--- src/hw/rtl/pts_pkg.sv ---
// ----------------------------------------------------------------------------
// pts_pkg
// Shared types and constants for the priority task scheduler: command
// codes, task states, priority constants and the controller/datapath links.
// ----------------------------------------------------------------------------
package pts_pkg;

	// task table geometry, settled by the 4-bit task slot field
	localparam int TASK_COUNT = 16;
	localparam int TASK_W     = 4;
	localparam int PRIO_W     = 4;
	localparam int CUR_PRIO_W = 5;
	localparam int MSG_W      = 8;

	// command codes
	localparam logic [3:0] ACT_INIT   = 4'd0;
	localparam logic [3:0] ACT_CREATE = 4'd1;
	localparam logic [3:0] ACT_READY  = 4'd2;
	localparam logic [3:0] ACT_WAIT   = 4'd3;
	localparam logic [3:0] ACT_START  = 4'd4;
	localparam logic [3:0] ACT_YIELD  = 4'd5;
	localparam logic [3:0] ACT_INTR   = 4'd6;
	localparam logic [3:0] ACT_SEND   = 4'd7;
	localparam logic [3:0] ACT_RECV   = 4'd8;

	// task states
	localparam logic [1:0] ST_EMPTY = 2'd0;
	localparam logic [1:0] ST_READY = 2'd1;
	localparam logic [1:0] ST_WAIT  = 2'd2;

	// priority constants
	localparam logic [CUR_PRIO_W-1:0] PRIO_NONE  = 5'd16;
	localparam logic [PRIO_W-1:0]     PRIO_RESET = 4'd15;

	// controller to datapath commands
	typedef struct packed {
		logic load;
		logic scan_step;
		logic commit;
	} pts_cmd_t;

	// datapath to controller status
	typedef struct packed {
		logic scan_needed;
		logic scan_last;
	} pts_stat_t;

endpackage

--- src/hw/rtl/pts_ctrl.sv ---
// ----------------------------------------------------------------------------
// pts_ctrl
// Sequencer for the scheduler: takes a command transaction, runs the table
// scan where needed, then commits and hands the result to the output stage.
// ----------------------------------------------------------------------------
module pts_ctrl (
	input  logic               clk,
	input  logic               arst_n,
	input  logic               cmd_valid,
	output logic               cmd_stall,
	output logic               rsp_valid,
	input  logic               rsp_stall,
	input  pts_pkg::pts_stat_t stat,
	output pts_pkg::pts_cmd_t  cmd
);

	localparam logic [1:0] S_IDLE   = 2'd0;
	localparam logic [1:0] S_DECODE = 2'd1;
	localparam logic [1:0] S_SCAN   = 2'd2;
	localparam logic [1:0] S_FIN    = 2'd3;

	logic [1:0] state_q;
	logic [1:0] state_d;
	logic       rsp_valid_q;
	logic       out_free;

	// output slot can take a result this cycle
	assign out_free  = !rsp_valid_q || !rsp_stall;
	assign cmd_stall = (state_q != S_IDLE);
	assign rsp_valid = rsp_valid_q;

	// next state and datapath commands
	always_comb begin
		state_d       = state_q;
		cmd.load      = 1'b0;
		cmd.scan_step = 1'b0;
		cmd.commit    = 1'b0;
		unique case (state_q)
			S_IDLE: begin
				if (cmd_valid) begin
					cmd.load = 1'b1;
					state_d  = S_DECODE;
				end
			end
			S_DECODE: begin
				state_d = stat.scan_needed ? S_SCAN : S_FIN;
			end
			S_SCAN: begin
				cmd.scan_step = 1'b1;
				if (stat.scan_last) begin
					state_d = S_FIN;
				end
			end
			S_FIN: begin
				if (out_free) begin
					cmd.commit = 1'b1;
					state_d    = S_IDLE;
				end
			end
			default: begin
				state_d = S_IDLE;
			end
		endcase
	end

	// state and output valid registers
	always_ff @(posedge clk or negedge arst_n) begin
		if (!arst_n) begin
			state_q     <= S_IDLE;
			rsp_valid_q <= 1'b0;
		end else begin
			state_q <= state_d;
			if (cmd.commit) begin
				rsp_valid_q <= 1'b1;
			end else if (!rsp_stall) begin
				rsp_valid_q <= 1'b0;
			end
		end
	end

endmodule

--- src/hw/rtl/pts_datapath.sv ---
// ----------------------------------------------------------------------------
// pts_datapath
// Task tables, mailboxes, running task registers, the serial best-task scan
// and the result registers of the scheduler.
// ----------------------------------------------------------------------------
module pts_datapath (
	input  logic                                 clk,
	input  logic                                 arst_n,
	input  pts_pkg::pts_cmd_t                    cmd,
	output pts_pkg::pts_stat_t                   stat,
	input  logic [3:0]                           action,
	input  logic [pts_pkg::TASK_W-1:0]           task_id,
	input  logic [pts_pkg::PRIO_W-1:0]           priority_req,
	input  logic [1:0]                           task_state,
	input  logic [pts_pkg::MSG_W-1:0]            message,
	output logic                                 outcome,
	output logic [pts_pkg::TASK_W-1:0]           current_task,
	output logic [pts_pkg::CUR_PRIO_W-1:0]       current_priority
);

	// task tables
	logic [1:0]                       state_q   [pts_pkg::TASK_COUNT];
	logic [pts_pkg::PRIO_W-1:0]       prio_q    [pts_pkg::TASK_COUNT];
	logic                             mb_full_q [pts_pkg::TASK_COUNT];
	logic [pts_pkg::MSG_W-1:0]        mb_val_q  [pts_pkg::TASK_COUNT];

	// running task
	logic [pts_pkg::TASK_W-1:0]       run_q;
	logic [pts_pkg::CUR_PRIO_W-1:0]   run_pr_q;

	// latched command transaction
	logic [3:0]                       act_q;
	logic [pts_pkg::TASK_W-1:0]       tid_q;
	logic [pts_pkg::PRIO_W-1:0]       prio_req_q;
	logic [1:0]                       st_req_q;
	logic [pts_pkg::MSG_W-1:0]        msg_q;

	// scan
	logic [pts_pkg::TASK_W-1:0]       idx_q;
	logic [pts_pkg::TASK_W-1:0]       best_id_q;
	logic [pts_pkg::CUR_PRIO_W-1:0]   best_pr_q;
	logic                             scan_hit;

	// commit decisions
	logic [pts_pkg::TASK_W-1:0]       mb_addr;
	logic                             mb_full_rd;
	logic                             outcome_d;
	logic                             run_we;
	logic                             st_we;
	logic [pts_pkg::TASK_W-1:0]       st_addr;
	logic [1:0]                       st_wdata;
	logic                             prio_we;
	logic                             clear_all;
	logic                             mb_set;
	logic                             mb_clr;
	logic [pts_pkg::TASK_W-1:0]       run_d;
	logic [pts_pkg::CUR_PRIO_W-1:0]   run_pr_d;

	// scan status
	assign stat.scan_needed = (act_q == pts_pkg::ACT_START) ||
	                          (act_q == pts_pkg::ACT_YIELD) ||
	                          (act_q == pts_pkg::ACT_INTR);
	assign stat.scan_last   = (idx_q == pts_pkg::TASK_W'(pts_pkg::TASK_COUNT - 1));

	// one table entry compared per cycle
	assign scan_hit = (state_q[idx_q] == pts_pkg::ST_READY) &&
	                  ({1'b0, prio_q[idx_q]} < best_pr_q);

	// mailbox port: send addresses the target, receive the running task
	assign mb_addr    = (act_q == pts_pkg::ACT_SEND) ? tid_q : run_q;
	assign mb_full_rd = mb_full_q[mb_addr];

	// command decode at commit
	always_comb begin
		outcome_d = 1'b0;
		run_we    = 1'b0;
		st_we     = 1'b0;
		st_addr   = tid_q;
		st_wdata  = pts_pkg::ST_READY;
		prio_we   = 1'b0;
		clear_all = 1'b0;
		mb_set    = 1'b0;
		mb_clr    = 1'b0;
		unique case (act_q)
			pts_pkg::ACT_INIT: begin
				clear_all = 1'b1;
			end
			pts_pkg::ACT_CREATE: begin
				st_we    = 1'b1;
				st_wdata = st_req_q;
				prio_we  = 1'b1;
			end
			pts_pkg::ACT_READY: begin
				st_we = 1'b1;
			end
			pts_pkg::ACT_WAIT: begin
				st_we    = 1'b1;
				st_addr  = run_q;
				st_wdata = pts_pkg::ST_WAIT;
			end
			pts_pkg::ACT_START: begin
				run_we    = 1'b1;
				outcome_d = 1'b1;
			end
			pts_pkg::ACT_YIELD: begin
				if (best_id_q != run_q) begin
					run_we    = 1'b1;
					outcome_d = 1'b1;
				end
			end
			pts_pkg::ACT_INTR: begin
				if (best_id_q != run_q) begin
					run_we    = 1'b1;
					outcome_d = 1'b1;
					st_we     = 1'b1;
					st_addr   = run_q;
				end
			end
			pts_pkg::ACT_SEND: begin
				if (!mb_full_rd) begin
					mb_set    = 1'b1;
					st_we     = 1'b1;
					outcome_d = 1'b1;
				end
			end
			pts_pkg::ACT_RECV: begin
				if (mb_full_rd && (mb_val_q[run_q] == msg_q)) begin
					mb_clr    = 1'b1;
					outcome_d = 1'b1;
				end
			end
			default: begin
				outcome_d = 1'b0;
			end
		endcase
		run_d    = run_we ? best_id_q : run_q;
		run_pr_d = run_we ? best_pr_q : run_pr_q;
	end

	// tables, running task and scan registers
	always_ff @(posedge clk or negedge arst_n) begin
		if (!arst_n) begin
			for (int i = 0; i < pts_pkg::TASK_COUNT; i++) begin
				state_q[i]   <= pts_pkg::ST_EMPTY;
				prio_q[i]    <= pts_pkg::PRIO_RESET;
				mb_full_q[i] <= 1'b0;
			end
			run_q     <= '0;
			run_pr_q  <= '0;
			idx_q     <= '0;
			best_id_q <= '0;
			best_pr_q <= '0;
		end else begin
			// scan start: interrupt begins from the running task
			if (cmd.load) begin
				idx_q <= '0;
				if (action == pts_pkg::ACT_INTR) begin
					best_id_q <= run_q;
					best_pr_q <= run_pr_q;
				end else begin
					best_id_q <= '0;
					best_pr_q <= pts_pkg::PRIO_NONE;
				end
			end else if (cmd.scan_step) begin
				idx_q <= idx_q + 1'b1;
				if (scan_hit) begin
					best_id_q <= idx_q;
					best_pr_q <= {1'b0, prio_q[idx_q]};
				end
			end
			// table updates
			if (cmd.commit) begin
				if (clear_all) begin
					for (int i = 0; i < pts_pkg::TASK_COUNT; i++) begin
						state_q[i] <= pts_pkg::ST_EMPTY;
						prio_q[i]  <= pts_pkg::PRIO_RESET;
					end
				end
				if (st_we) begin
					state_q[st_addr] <= st_wdata;
				end
				if (prio_we) begin
					prio_q[tid_q] <= prio_req_q;
				end
				if (mb_set) begin
					mb_full_q[tid_q] <= 1'b1;
				end
				if (mb_clr) begin
					mb_full_q[run_q] <= 1'b0;
				end
				run_q    <= run_d;
				run_pr_q <= run_pr_d;
			end
		end
	end

	// command capture, mailbox data and result registers
	always_ff @(posedge clk) begin
		if (cmd.load) begin
			act_q      <= action;
			tid_q      <= task_id;
			prio_req_q <= priority_req;
			st_req_q   <= task_state;
			msg_q      <= message;
		end
		if (cmd.commit && mb_set) begin
			mb_val_q[tid_q] <= msg_q;
		end
		if (cmd.commit) begin
			outcome          <= outcome_d;
			current_task     <= run_d;
			current_priority <= run_pr_d;
		end
	end

endmodule

--- src/hw/rtl/priority_task_scheduler.sv ---
// Flow: decode, then for start, yield and interrupt the one-entry-per-cycle
// scan of the sixteen task slots, then commit once the output slot is free.
// One command in work at a time; the next may enter while the result waits
// in the output register.
// Reset (arst_n low): all slots empty at priority 15, mailboxes empty,
// running task 0 at priority 0.
// ----------------------------------------------------------------------------
// priority_task_scheduler
// Fixed-priority preemptive task scheduler with per-task one-slot mailboxes.
// ----------------------------------------------------------------------------
module priority_task_scheduler (
	input  logic                                 clk,
	input  logic                                 arst_n,
	input  logic                                 cmd_valid,
	output logic                                 cmd_stall,
	input  logic [3:0]                           action,
	input  logic [pts_pkg::TASK_W-1:0]           task_id,
	input  logic [pts_pkg::PRIO_W-1:0]           priority_req,
	input  logic [1:0]                           task_state,
	input  logic [pts_pkg::MSG_W-1:0]            message,
	output logic                                 rsp_valid,
	input  logic                                 rsp_stall,
	output logic                                 outcome,
	output logic [pts_pkg::TASK_W-1:0]           current_task,
	output logic [pts_pkg::CUR_PRIO_W-1:0]       current_priority
);

	pts_pkg::pts_cmd_t  cmd;
	pts_pkg::pts_stat_t stat;

	// sequencer
	pts_ctrl u_ctrl (
		.clk       (clk),
		.arst_n    (arst_n),
		.cmd_valid (cmd_valid),
		.cmd_stall (cmd_stall),
		.rsp_valid (rsp_valid),
		.rsp_stall (rsp_stall),
		.stat      (stat),
		.cmd       (cmd)
	);

	// tables and scan
	pts_datapath u_datapath (
		.clk              (clk),
		.arst_n           (arst_n),
		.cmd              (cmd),
		.stat             (stat),
		.action           (action),
		.task_id          (task_id),
		.priority_req     (priority_req),
		.task_state       (task_state),
		.message          (message),
		.outcome          (outcome),
		.current_task     (current_task),
		.current_priority (current_priority)
	);

endmodule

--- config.mk ---
export PLATFORM = sky130hd
export DESIGN_NAME = priority_task_scheduler
export DESIGN_NICKNAME = d
export VERILOG_FILES = /design/src/hw/rtl/pts_pkg.sv /design/src/hw/rtl/pts_ctrl.sv /design/src/hw/rtl/pts_datapath.sv /design/src/hw/rtl/priority_task_scheduler.sv
export SDC_FILE = /design/constraint.sdc
export NUM_CORES = 1
export LEC_CHECK = 0
export ABC_AREA = 1
export BUFFER_PORTS_ARGS = -buffer_cell sky130_fd_sc_hd__buf_2
export CORE_MARGIN = 2
export CORE_UTILIZATION = 50
export DETAILED_ROUTE_END_ITERATION = 8
export PLACE_DENSITY = 0.66
export SLEW_MARGIN = 20
export SYNTH_ARGS = -nofsm -noshare
export SYNTH_HDL_FRONTEND = slang
export SYNTH_SLANG_ARGS = --single-unit
--- constraint.sdc ---
create_clock -name clk -period 8.4 [get_ports clk]
set_input_delay 1.68 -clock clk [delete_from_list [all_inputs] [get_ports clk]]
set_output_delay 1.68 -clock clk [all_outputs]
set_load 0.05 [all_outputs]
# Word level (Yosys, flattened, before mapping)

Memories as Yosys holds them, arrays and structs flattened.
Index checks and enable logic that the tools add are counted.
W data, S select, Z words.

Flip-flop bits (word level): 169
Memory bits (writable): 128
Input bits: 26
Output and inout bits: 12
Logic and storage cells: 190
Memories: 1

Add/subtract/negate cells: 1
Magnitude comparators: 9
Equal/unequal tests: 20
Mux-type cells: 68
Bitwise gates (word level): 8
Reductions and logical operators: 20

Memory list:

| name                | words | width | rd ports | clocked after Yosys merged registers in | wr ports | line               | source |
|---|---|---|---|---|---|---|---|
| u_datapath.mb_val_q | 16    | 8     | 1        | 0                                       | 1        | pts_datapath.sv:25 | `logic [pts_pkg::MSG_W-1:0] mb_val_q [pts_pkg::TASK_COUNT];` |

Operators by type and width:

| kind                 | number |
|---|---|
| $mux W64             | 3 |
| $mux W32             | 3 |
| $bwmux W64           | 1 |
| $mux W16             | 3 |
| $mux W4              | 12 |
| $bwmux W32           | 1 |
| $ge A5 B5 Y1 const B | 5 |
| $mux W5              | 5 |
| $not A4 Y5           | 5 |
| $mux W1              | 21 |
| $eq A4 B3 Y1 const B | 5 |
| $and A16 B16 Y16     | 1 |
| $bmux W4 S4          | 1 |
| $demux W4 S4         | 1 |
| $not A16 Y16         | 1 |
| $or A16 B16 Y16      | 1 |
| $lt A5 B1 Y1 const B | 3 |
| $mux W2              | 6 |
| $bmux W2 S4          | 1 |
| $demux W1 S4         | 2 |
| $demux W2 S4         | 1 |
| $eq A4 B2 Y1 const B | 2 |
| $eq A4 B4 Y1 const B | 2 |
| $eq A8 B8 Y1         | 1 |
| 25 further kinds     | 39 |

# Depth between registers and ports, before layout

Depth after elaboration: 12
Depth in mapped cells: 19
Gate-level depth less buffers: 16

# Modules after synthesis

From an unflattened synthesis, not the netlist that was laid out.

Cell total of the unflattened synthesis: 1885
Area total of the unflattened synthesis: 15383.5 um^2

Modules (own cells, without submodules):

| module       | times used | cells an instance | area each (um^2) | sequential area each (um^2) |
|---|---|---|---|---|
| pts_datapath | 1          | 1848              | 15118.2          | 8237.9 |
| pts_ctrl     | 1          | 37                | 265.3            | 75.1 |

# Least setup slack after synthesis

OpenSTA, ideal clock, no wires.

Path type: input -> register
Start point: in rsp_stall
End point: reg u_datapath.state_q[0] (netlist bit)
Library setup time: 66 ps
Arrival time: 3092 ps
Path slack: 5242 ps
Stages: 7
Buffers on the path: 3
Cells stage by stage: nand2_1 nand2_1 buf_1 clkbuf_1 clkbuf_1 nand2_1 nand2_1

Word-level cells in the longest chain between the ends: 4

Ends and longest elaborated chain:

| item                          | line                          | source |
|---|---|---|
| start, declared               | priority_task_scheduler.sv:22 | `input logic rsp_stall,` |
| $logic_not A1 Y1              | pts_ctrl.sv:28                | `assign out_free = !rsp_valid_q \|\| !rsp_stall;` |
| $logic_or A1 B1 Y1            | pts_ctrl.sv:28                |  |
| $mux W1                       | pts_ctrl.sv:55                | `if (out_free) begin` |
| $mux W1                       | pts_ctrl.sv:38                | `unique case (state_q)` |
| end signal, assigned by index | pts_datapath.sv:144           | `state_q[i] <= pts_pkg::ST_EMPTY;` |
| end signal, assigned by index | pts_datapath.sv:175           | `state_q[i] <= pts_pkg::ST_EMPTY;` |
| end signal, assigned by index | pts_datapath.sv:180           | `state_q[st_addr] <= st_wdata;` |
| end, declared                 | pts_datapath.sv:22            | `logic [1:0] state_q [pts_pkg::TASK_COUNT];` |

Every way passes these cells.
A chain may end at the register's enable or synchronous reset.

# Final worst setup path

Start point: reg u_datapath.run_q[0] (netlist bit)
End point: reg u_datapath.state_q[29] (netlist bit)

Word-level cells in the longest chain between the ends: 10

Ends and longest elaborated chain:

| item                                                                      | line                | source |
|---|---|---|
| start, declared                                                           | pts_datapath.sv:28  | `logic [pts_pkg::TASK_W-1:0] run_q;` |
| start signal, assigned                                                    | pts_datapath.sv:191 | `run_q <= run_d;` |
| $ne A4 B4 Y1                                                              | pts_datapath.sv:112 | `if (best_id_q != run_q) begin` |
| $mux W4                                                                   | pts_datapath.sv:112 |  |
| $pmux W4 S2                                                               | pts_datapath.sv:84  | `unique case (act_q)` |
| $not A4 Y5 (not written as such)                                          | pts_datapath.sv:180 |  |
| $ge A5 B5 Y1 (not written as such) / $lt A5 B1 Y1 (equally long branches) | pts_datapath.sv:180 |  |
| $logic_and A1 B1 Y1 (not written as such)                                 | pts_datapath.sv:180 |  |
| $mux W2 (not written as such)                                             | pts_datapath.sv:180 |  |
| $demux W2 S4                                                              | pts_datapath.sv:180 |  |
| $bwmux W32                                                                | pts_datapath.sv:180 |  |
| $mux W32 *                                                                | pts_datapath.sv:179 | `if (st_we) begin` |

Mark *: on every way between the ends. The rest lies on a longest branch, timed or not. The select of a mux whose other input is x is not followed.

==> flow_summary_export.csv <==
group,metric,value,unit
run_status,outcome,"complete, no violations",
final_layout,area_growth,11.48,%
cts,holdBufCountCts,0,
cts,cts_setup_buffers,0,
final_layout,finalNonFillerCells,2292,
die,io_pins,38,
synthesis,yosysSeqAreaShare,54.65,%
power,p_per_area,315.9,nW/um^2
critical_path,r2r-start,"u_datapath.run_q[0]$_DFFE_PN0P_",
final_layout,fill_cells,2659,
placement,placedCellCount,2228,
synthesis,synth_area_leaders,"edfxtp_1, nand2_1, dfrtp_1",
cts,cts_tree,"yes",
final_layout,final_cell_mix,"nand2_1, nor2_1, inv_1, edfxtp_1, nand3_1",
cts,cts_buffers,34,
die,die_w,178.4,um
synthesis,yosysTopAreaCellShare,31.59,%
power,p_seq_share,35.4,%
timing,clock_skew,22.05,ps
timing,period_needed,3777,ps
final_layout,final_common_cell,"nand2_1",
cts,insertion_delay,530,ps
grt,antenna_found_initial,0,
drt,wire_per_inst,17.46,um
timing,fin_setup_tns,0,ps
drt,ant_nets,0,
timing,maxSlewHeadroom,26.43,%
synthesis,ys_seq_elements,297,
timing,rsz0062_at_grt,"no",
timing,worst_slew_pin_slew,1101,ps
cts,cts_root_buffer,"clkbuf_16",
cts,cts_buffer_depth,3,
final_layout,utilization,56.91,%
synthesis,yosys.area.top_type,"edfxtp_1",
critical_path,cp_max_fo,62,
timing,drv_slew,0,
final_layout,drive_above_1_share,11.78,%
synthesis,synth_cell_types,35,
grt,grt_max_degree,83,
die,initial_core_util,51.05,%
job,maxCapViolCount,0,
critical_path,rrSetupSlack,4620,ps
power,leakagePower,7.781,nW
die,num_rows,63,
die,die_h,178.4,um
drt,dr.pass1.iters,5,
critical_path,crit_path_end_kind,"flip-flop",
grt,grt_pass1_wl,63160,um
grt,met3_usage,3.240,%
power,p_sw,2.089,mW
die,dieArea,31830,um^2
placement,dp_hpwl,25160,um
grt,grt_pass1_vias,11850,
power,sw_frac_of_total,39.00,%
drt,drc_errors,0,
synthesis,avgSynthCellArea,8.143,um^2
cts,htreeDepth,2,
grt,grt_usage,25.66,%
placement,place.gp.congestion,0.9069,
critical_path,start_kind,"flip-flop",
grt,gr-total-overflow,0,
grt,gr-usage-met1,36.46,%
placement,numPortBuffers,37,
drt,viasPerCell,5.456,
critical_path,cp.arrival,4180,ps
cts,ctsResizeCount,0,
timing,fmax,264.8,MHz
drt,wl,40010,um
drt,vias,12510,
min_path,whs_path_depth,2,
drt,drt_iter0_drc,1269,
power,intPower,3.268,mW
grt,met2_usage,41.23,%
synthesis,syn_area,15210,um^2
timing,finalHoldViolCount,0,
critical_path,critPathKind,"reg2reg",
synthesis,syn-num-nets,1903,
cts,clock_sinks,297,
critical_path,crit_start,"u_datapath.run_q[0]$_DFFE_PN0P_",
critical_path,required,8800,ps
cts,clk_pin_slew,60,ps
power,irDropWorstVdd,215.8,uV
synthesis,syn_inst,1868,
critical_path,r2r_cells,16,
power,clockPowerShare,30.5,%
synthesis,ys.warnings.count,0,
power,combPwrFrac,34.1,%
timing,setup_viol_count_final,0,
critical_path,r2r_end,"u_datapath.state_q[29]$_DFFE_PN0P_",
grt,grt.busiest_layer,"met2",
final_layout,nNetsFinal,1910,
power,total_power,5.357,mW
min_path,hold_path.startpoint,"u_datapath.prio_q[15]$_DFFE_PN1P_",
timing,finalCritPeriodShare,44.97,%
min_path,holdPathEnd,"u_datapath.prio_q[15]$_DFFE_PN1P_",
min_path,min_path_type,"reg2reg",
die,fp.coreArea,29800,um^2
-- Yosys cell counts, drive strengths merged --
cell type,count
nand3,142
a22oi,65
clkinv,1
nand3b,1
ha,9
buf,32
o21bai,2
nor3,22
xor2,4
inv,177
o22ai,1
dfstp,64
nand4,5
a21oi,64
o31ai,1
o21ai,97
clkbuf,52
and3,1
dfrtp,73
edfxtp,160
o211ai,5
nand2,698
nor2,192
-- power groups by stage --
stage / Clock (mW) / Combinational (mW) / Sequential (mW)
6_report: 1.63 / 1.83 / 1.90
5_1_grt: 1.71 / 2.06 / 1.92
4_1_cts: 1.65 / 1.82 / 1.89
3_5_place_dp: 0 / 1.81 / 1.92
3_3_place_gp: 0 / 1.79 / 1.91
2_1_floorplan: 0 / 1.29 / 1.92
-- final cells by class --
type	count	area (um^2)	share of cell area (%)
clock inverter	18	281.5	1.660
timing repair buffer	55	346.6	2.044
antenna	1	2.502	0.01476
sequential	297	8314	49.03
multi-input combinational	1309	5888	34.72
tap	390	488.0	2.878
clock buffer	44	968.4	5.711
inverter	178	668.1	3.940
-- critical path: stages, from the launching register on --
cell	delay, ps
dfrtp_2	410
inv_2	40
buf_4	580
nand2_4	180
nand2_4	130
nand2_1	50
nand2_1	70
nand2_1	50
nand3_1	100
nand3_2	90
nand3_2	70
buf_4	520
nand2_1	850
nand2_1	280
nand2_1	80
nand2_1	60
nand2_1	60
-- worst max-delay path by stage --
| stage | endpoint | slack [ps] |
|---|---|---|
| after floorplan | u_datapath.state_q[0]$_DFFE_PN0P_ | 5240 |
| after global placement | u_datapath.prio_q[40]$_DFFE_PN1P_ | 4430 |
| after detailed placement | u_datapath.prio_q[33]$_DFFE_PN1P_ | 4380 |
| after CTS | u_datapath.state_q[29]$_DFFE_PN0P_ | 4630 |
| after global routing | u_datapath.state_q[30]$_DFFE_PN0P_ | 4270 |
| final | u_datapath.state_q[29]$_DFFE_PN0P_ | 4620 |
-- registers in the layout, indices dropped and copies added (netlist names), 5 cells and up --
register and count:
u_datapath.best_pr_q 5, u_datapath.current_priority 5, u_datapath.mb_full_q 16, u_datapath.mb_val_q 128, u_datapath.msg_q 8, u_datapath.prio_q 64
u_datapath.run_pr_q 5, u_datapath.state_q 32
-- stage by stage --
stage / hold slack, ps / worst slack [ps] / area [um^2]
final: 466.7 / 4623 / 16960
after global routing: 477.5 / 4268 / 16960
after floorplan: 441.9 / 5242 / 15210
after CTS: 469.6 / 4633 / 16930
after global placement: 456.8 / 4427 / 15680
after detailed placement: 457.1 / 4378 / 15680
-- metal layers --
| metal | part of all wire (%) | vias up |
|---|---|---|
| li1 | - | 6066 |
| met1 | 45 | 5948 |
| met2 | 46 | 421 |
| met3 | 6.2 | 70 |
| met4 | 2.4 | 0 |
| met5 | 0 | - |
-- cell families after synthesis --
kind of cell / count (synthesis) / synth area share, %
buffers and inverters: 262 / 6.786
DFF: 297 / 54.65
adders and majority gates: 9 / 0.7403
AOI/OAI and AO/OA: 235 / 9.048
xor gates and xnor gates: 4 / 0.2303
and+or+nand+nor: 1061 / 28.54
(Power assumes the default switching activity.)
